`src/hdl/kbmi_pkg.sv`:
```
// Shared types, constants and lookup functions for the keyframe bone matrix interpolator.
package kbmi_pkg;

  localparam int MAX_KEYS  = 64;
  localparam int KEY_AW    = $clog2(MAX_KEYS);
  localparam int FRAC_BITS = 16;
  localparam int DW        = 32;
  localparam int NCOMP     = 10;
  localparam int WORD_W    = DW * (NCOMP + 1);
  localparam int CNT_W     = 7;
  localparam int MUL_W     = 33;
  localparam int PROD_W    = 2 * MUL_W;
  localparam int QP_W      = 64 - FRAC_BITS;
  localparam int FRAC_W    = FRAC_BITS + 1;

  // Fixed-point one.
  localparam logic signed [DW-1:0] ONE = DW'(1 << FRAC_BITS);

  // Component slots of one keyframe word; the key time sits above them.
  localparam logic [3:0] C_SX = 4'd0;
  localparam logic [3:0] C_SY = 4'd1;
  localparam logic [3:0] C_SZ = 4'd2;
  localparam logic [3:0] C_MX = 4'd3;
  localparam logic [3:0] C_MY = 4'd4;
  localparam logic [3:0] C_MZ = 4'd5;
  localparam logic [3:0] C_RX = 4'd6;
  localparam logic [3:0] C_RY = 4'd7;
  localparam logic [3:0] C_RZ = 4'd8;
  localparam logic [3:0] C_RW = 4'd9;

  typedef enum logic {
    OP_LOAD = 1'b0,
    OP_EVAL = 1'b1
  } kbmi_op_t;

  typedef struct packed {
    kbmi_op_t           opcode;
    logic signed [31:0] time_value;
    logic signed [31:0] scale_x;
    logic signed [31:0] scale_y;
    logic signed [31:0] scale_z;
    logic signed [31:0] move_x;
    logic signed [31:0] move_y;
    logic signed [31:0] move_z;
    logic signed [31:0] rot_x;
    logic signed [31:0] rot_y;
    logic signed [31:0] rot_z;
    logic signed [31:0] rot_w;
  } kbmi_in_t;

  typedef struct packed {
    logic [1:0]         row_index;
    logic signed [31:0] col0;
    logic signed [31:0] col1;
    logic signed [31:0] col2;
    logic signed [31:0] col3;
    logic               last_row;
  } kbmi_out_t;

  // Write request into the keyframe store.
  typedef struct packed {
    logic              en;
    logic [KEY_AW-1:0] addr;
    logic [WORD_W-1:0] data;
  } kbmi_wr_t;

  typedef enum logic [3:0] {
    S_IDLE,
    S_RD0,
    S_CK0,
    S_RDL,
    S_CKL,
    S_SCAN_RD,
    S_SCAN_CK,
    S_DIV,
    S_RDA,
    S_RDB,
    S_RDW,
    S_LERP,
    S_QMUL,
    S_MMUL,
    S_EMIT
  } kbmi_state_t;

  // Quaternion product k uses components q_src_a(k) and q_src_b(k).
  // Order: xx, yy, zz, xy, xz, yz, xw, yw, zw.
  function automatic logic [3:0] q_src_a(input logic [3:0] k);
    logic [3:0] r;
    case (k)
      4'd0, 4'd3, 4'd4, 4'd6: r = C_RX;
      4'd1, 4'd5, 4'd7:       r = C_RY;
      default:                r = C_RZ;
    endcase
    return r;
  endfunction

  function automatic logic [3:0] q_src_b(input logic [3:0] k);
    logic [3:0] r;
    case (k)
      4'd0:                   r = C_RX;
      4'd1, 4'd3:             r = C_RY;
      4'd2, 4'd4, 4'd5:       r = C_RZ;
      default:                r = C_RW;
    endcase
    return r;
  endfunction

  // Matrix element k belongs to row k/3, scaled by that row's scale.
  function automatic logic [3:0] m_row(input logic [3:0] k);
    logic [3:0] r;
    case (k)
      4'd0, 4'd1, 4'd2: r = C_SX;
      4'd3, 4'd4, 4'd5: r = C_SY;
      default:          r = C_SZ;
    endcase
    return r;
  endfunction

  // Saturate a signed value to 32 bits.
  function automatic logic signed [31:0] sat32(input logic signed [63:0] v);
    logic signed [31:0] r;
    if (v > 64'sd2147483647) begin
      r = 32'sh7fffffff;
    end else if (v < -64'sd2147483648) begin
      r = 32'sh80000000;
    end else begin
      r = v[31:0];
    end
    return r;
  endfunction

endpackage

```
`src/hdl/kbmi_mul.sv`:
```
// Shared signed multiplier with a registered product.
module kbmi_mul
  import kbmi_pkg::*;
(
  input  logic                     clk,
  input  logic signed [MUL_W-1:0]  op_a,
  input  logic signed [MUL_W-1:0]  op_b,
  output logic signed [PROD_W-1:0] prod_r
);

  // One product per cycle, available the cycle after the operands.
  always_ff @(posedge clk) begin
    prod_r <= op_a * op_b;
  end

endmodule

```
`config.mk`:
```
export PLATFORM = sky130hd
export DESIGN_NAME = kbmi_mul
export DESIGN_NICKNAME = d
export VERILOG_FILES = /design/src/hdl/kbmi_pkg.sv /design/src/hdl/kbmi_mul.sv
export SDC_FILE = /design/constraint.sdc
export NUM_CORES = 2
export LEC_CHECK = 0
export BUFFER_PORTS_ARGS = -buffer_cell sky130_fd_sc_hd__buf_2
export CORE_AREA = 2 2 264 396
export DETAILED_ROUTE_END_ITERATION = 7
export DIE_AREA = 0 0 266 398
export PLACE_DENSITY_LB_ADDON = 0.15
export SLEW_MARGIN = 15
export SYNTH_ARGS = -nofsm -noshare
export SYNTH_HDL_FRONTEND = slang
export SYNTH_SLANG_ARGS = --single-unit
```
`constraint.sdc`:
```
create_clock -name clk -period 8.11 [get_ports clk]
set_input_delay 0.4055 -clock clk [delete_from_list [all_inputs] [get_ports clk]]
set_output_delay 0.4055 -clock clk [all_outputs]
set_load 0.005 [all_outputs]
```
==> run summary <==
DRT Wirelength - 129 mm
worst rel slew slack - 30.9%
hold_buf cts - 0
Final Hold Viols - 0
Clock transition at path regs - 0.07 ns
ys async rst share - 0%
CTS sink cnt - 66
fin cells - 5,804
highest-delay cell along the critical path - fa_1
hpwl dp - 116 mm
Die Wd - 266 µm
Setup CP Type - input port to flop
Clock Tree Buf Depth - 2
Final Cycle Share - 93.4%
pin slew with the least headroom to its limit - 1.03 ns
largest area contributor in the netlist - fa_1
WP data arrival - 7.84 ns
RSZ-0062 raised after global routing - no
max reg flops - 66
area share of the largest cell type after synthesis - 56.3%
prevailing post-synth register cell - dfxtp_1
Worst Hold Path Cells - 3
Yosys warning count - 0
Yosys cell types - 80
Worst Setup End Kind - flop
CTS H-Tree Depth - 3
main area contributors after synthesis - fa_1 56%, inv_1 10%, and2_1 8.6%
CP delay by family, top - adder cells
post-DR wirelength/cell - 22.3 µm
EDFF count, synth - 0
IO Pins - 133
nets - 5,908
first-pass GRT wire length - 197 mm
CTS tree - done
routed vias/inst - 5.00
gr usage total - 25.5%
initial antenna violation count - 11
Detail Route Antenna Nets - 0
f_max - 132 MHz
Top cell by count, worst path - fa_1
Most flops, register - prod_r
Syn Area/Cell - 9.39 µm²
root buffer cell - clkbuf_16
Max Cap Viol - 0
critical-path cell list - buf_2 > nand2_1 > fa_1 > fa_1 > fa_1 > inv_1 > buf_4 > fa_1 > inv_1 > fa_1 > fa_1 > fa_1 > fa_1 > inv_1 > ha_1 > a21o_1 > a21oi_1 > nor2_1 > nor2_1 > o21ai_0 > nand2_1 > o311ai_0 > a311oi_1
Initial Util - 39.8%
die height - 398 µm
routability cong. - 0.900
registers with the most flip-flops - prod_r (66)
via count - 29,045
PortBufs - 132
sum of negative setup slack - 0 ns
ratio of cells with drive above 1 in the final layout - 9.01%
status - finished clean
# DRC - 0
commonest non-fill, non-tap cell in the layout - fa_1
number of global-route vias before repair - 33,253
Mapped Cells - 4,338
worst path required time - 8.38 ns
crit path max fanout - 22
Synth Cell Area - 0.0407 mm²
post-CTS setup buffers - 0
sequential fraction of the synthesis area - 3.24%
core area - 0.102 mm²
#FFs+latches synth - 66
number of cells on the critical path - 23
CTS Buf Count - 9
DRT Pass-1 Iters - 5
Worst Hold Class - input port to flop
Buffers & Inverters on Critical Path - 5
# placed instances - 5,782
Final min period - 7.58 ns
area grow syn2layout - 8.70%
delay of the slowest cell on the worst path - 0.76 ns
Startpoint Class - input port
Syn Nets - 5,767
Slew Limit Fails - 0
leading cell types in the layout, fill and taps excluded - 1,145 x fa_1, 1,131 x inv_1, 562 x and2_1
row cnt - 144
Die ar. - 0.106 mm²
Filler cells - 10,417
Worst setup endpoint - prod_r[64]
Setup Viol. Count Final - 0
largest net degree at the start of global routing - 28
gr ovfl total - 0
Iter 0 DRT Violations - 1,071
CP startpoint - op_b[9]
Post-CTS Resized - 0
Yosys cell counts, drive strengths merged (6+ instances only):
library cell / instances
a211o: 6
a211oi: 11
a21o: 38
a21oi: 61
a31oi: 9
and2: 563
and3: 6
buf: 13
clkbuf: 208
dfxtp: 66
fa: 1145
ha: 217
inv: 1131
nand2: 551
nand2b: 12
nand3: 26
nand4: 12
nor2: 68
nor3: 7
o21a: 6
o21ai: 33
o21bai: 11
o31ai: 7
xnor2: 43
xor2: 25
worst min path at each step:
stage              start        end  slack (ns)
2_1_floorplan    op_a[0]  prod_r[0]        0.53
3_3_place_gp   prod_r[7]  prod_r[7]        0.78
3_5_place_dp   prod_r[7]  prod_r[7]        0.78
4_1_cts          op_a[0]  prod_r[0]        0.64
5_1_grt          op_a[0]  prod_r[0]        0.67
6_report         op_a[0]  prod_r[0]        0.65
kinds of logic (layout without fill, tap and decap cells):
group                    Yosys count  count (layout)  synth area share [%]
adder cells (fa/ha/maj)         1362            1362                  62.9
buffers and inverters           1352            1498                  12.5
AND/OR/NAND/NOR                 1271            1271                  15.8
AO/OA/AOI/OAI                    219             219                  4.07
XOR/XNOR                          68              68                  1.46
flip-flops                        66              66                  3.24
other                              0               6                     0
per-stage QoR:
step	worst slack (ns)	instance area, µm²	hold slack (ns)	utilization (%)
final	0.535	44300	0.651	43.3
after global routing	0.213	44300	0.667	43.3
after CTS	0.492	44300	0.645	43.3
after detailed placement	0.145	44000	0.785	43.0
after global placement	0.130	44000	0.783	43.0
after floorplan	0.468	40700	0.533	-
metal layers:
metal  global-route usage [%]  vias to the layer above  part of all wire (%)
li1                         -                    12606                     -
met1                     23.4                    15583                    30
met2                     51.3                      552                    59
met3                     1.65                      302                   1.8
met4                     19.8                        2                   9.1
met5                        0                        -                 0.010
cell type report:
cell class | count | area (µm²) | share of cell area (%)
diodes | 6 | 15.0 | 0.0339
well taps | 1314 | 1640 | 3.71
clock inverters | 6 | 41.3 | 0.0933
flip-flops and latches | 66 | 1320 | 2.98
inverters | 1131 | 4250 | 9.59
multi-input cells | 2920 | 34300 | 77.5
clock buffers | 10 | 239 | 0.540
repair buffers | 351 | 2450 | 5.54
Power is not shown: default switching activity piles up to over one toggle a cycle in this logic, so the estimate is an artifact.
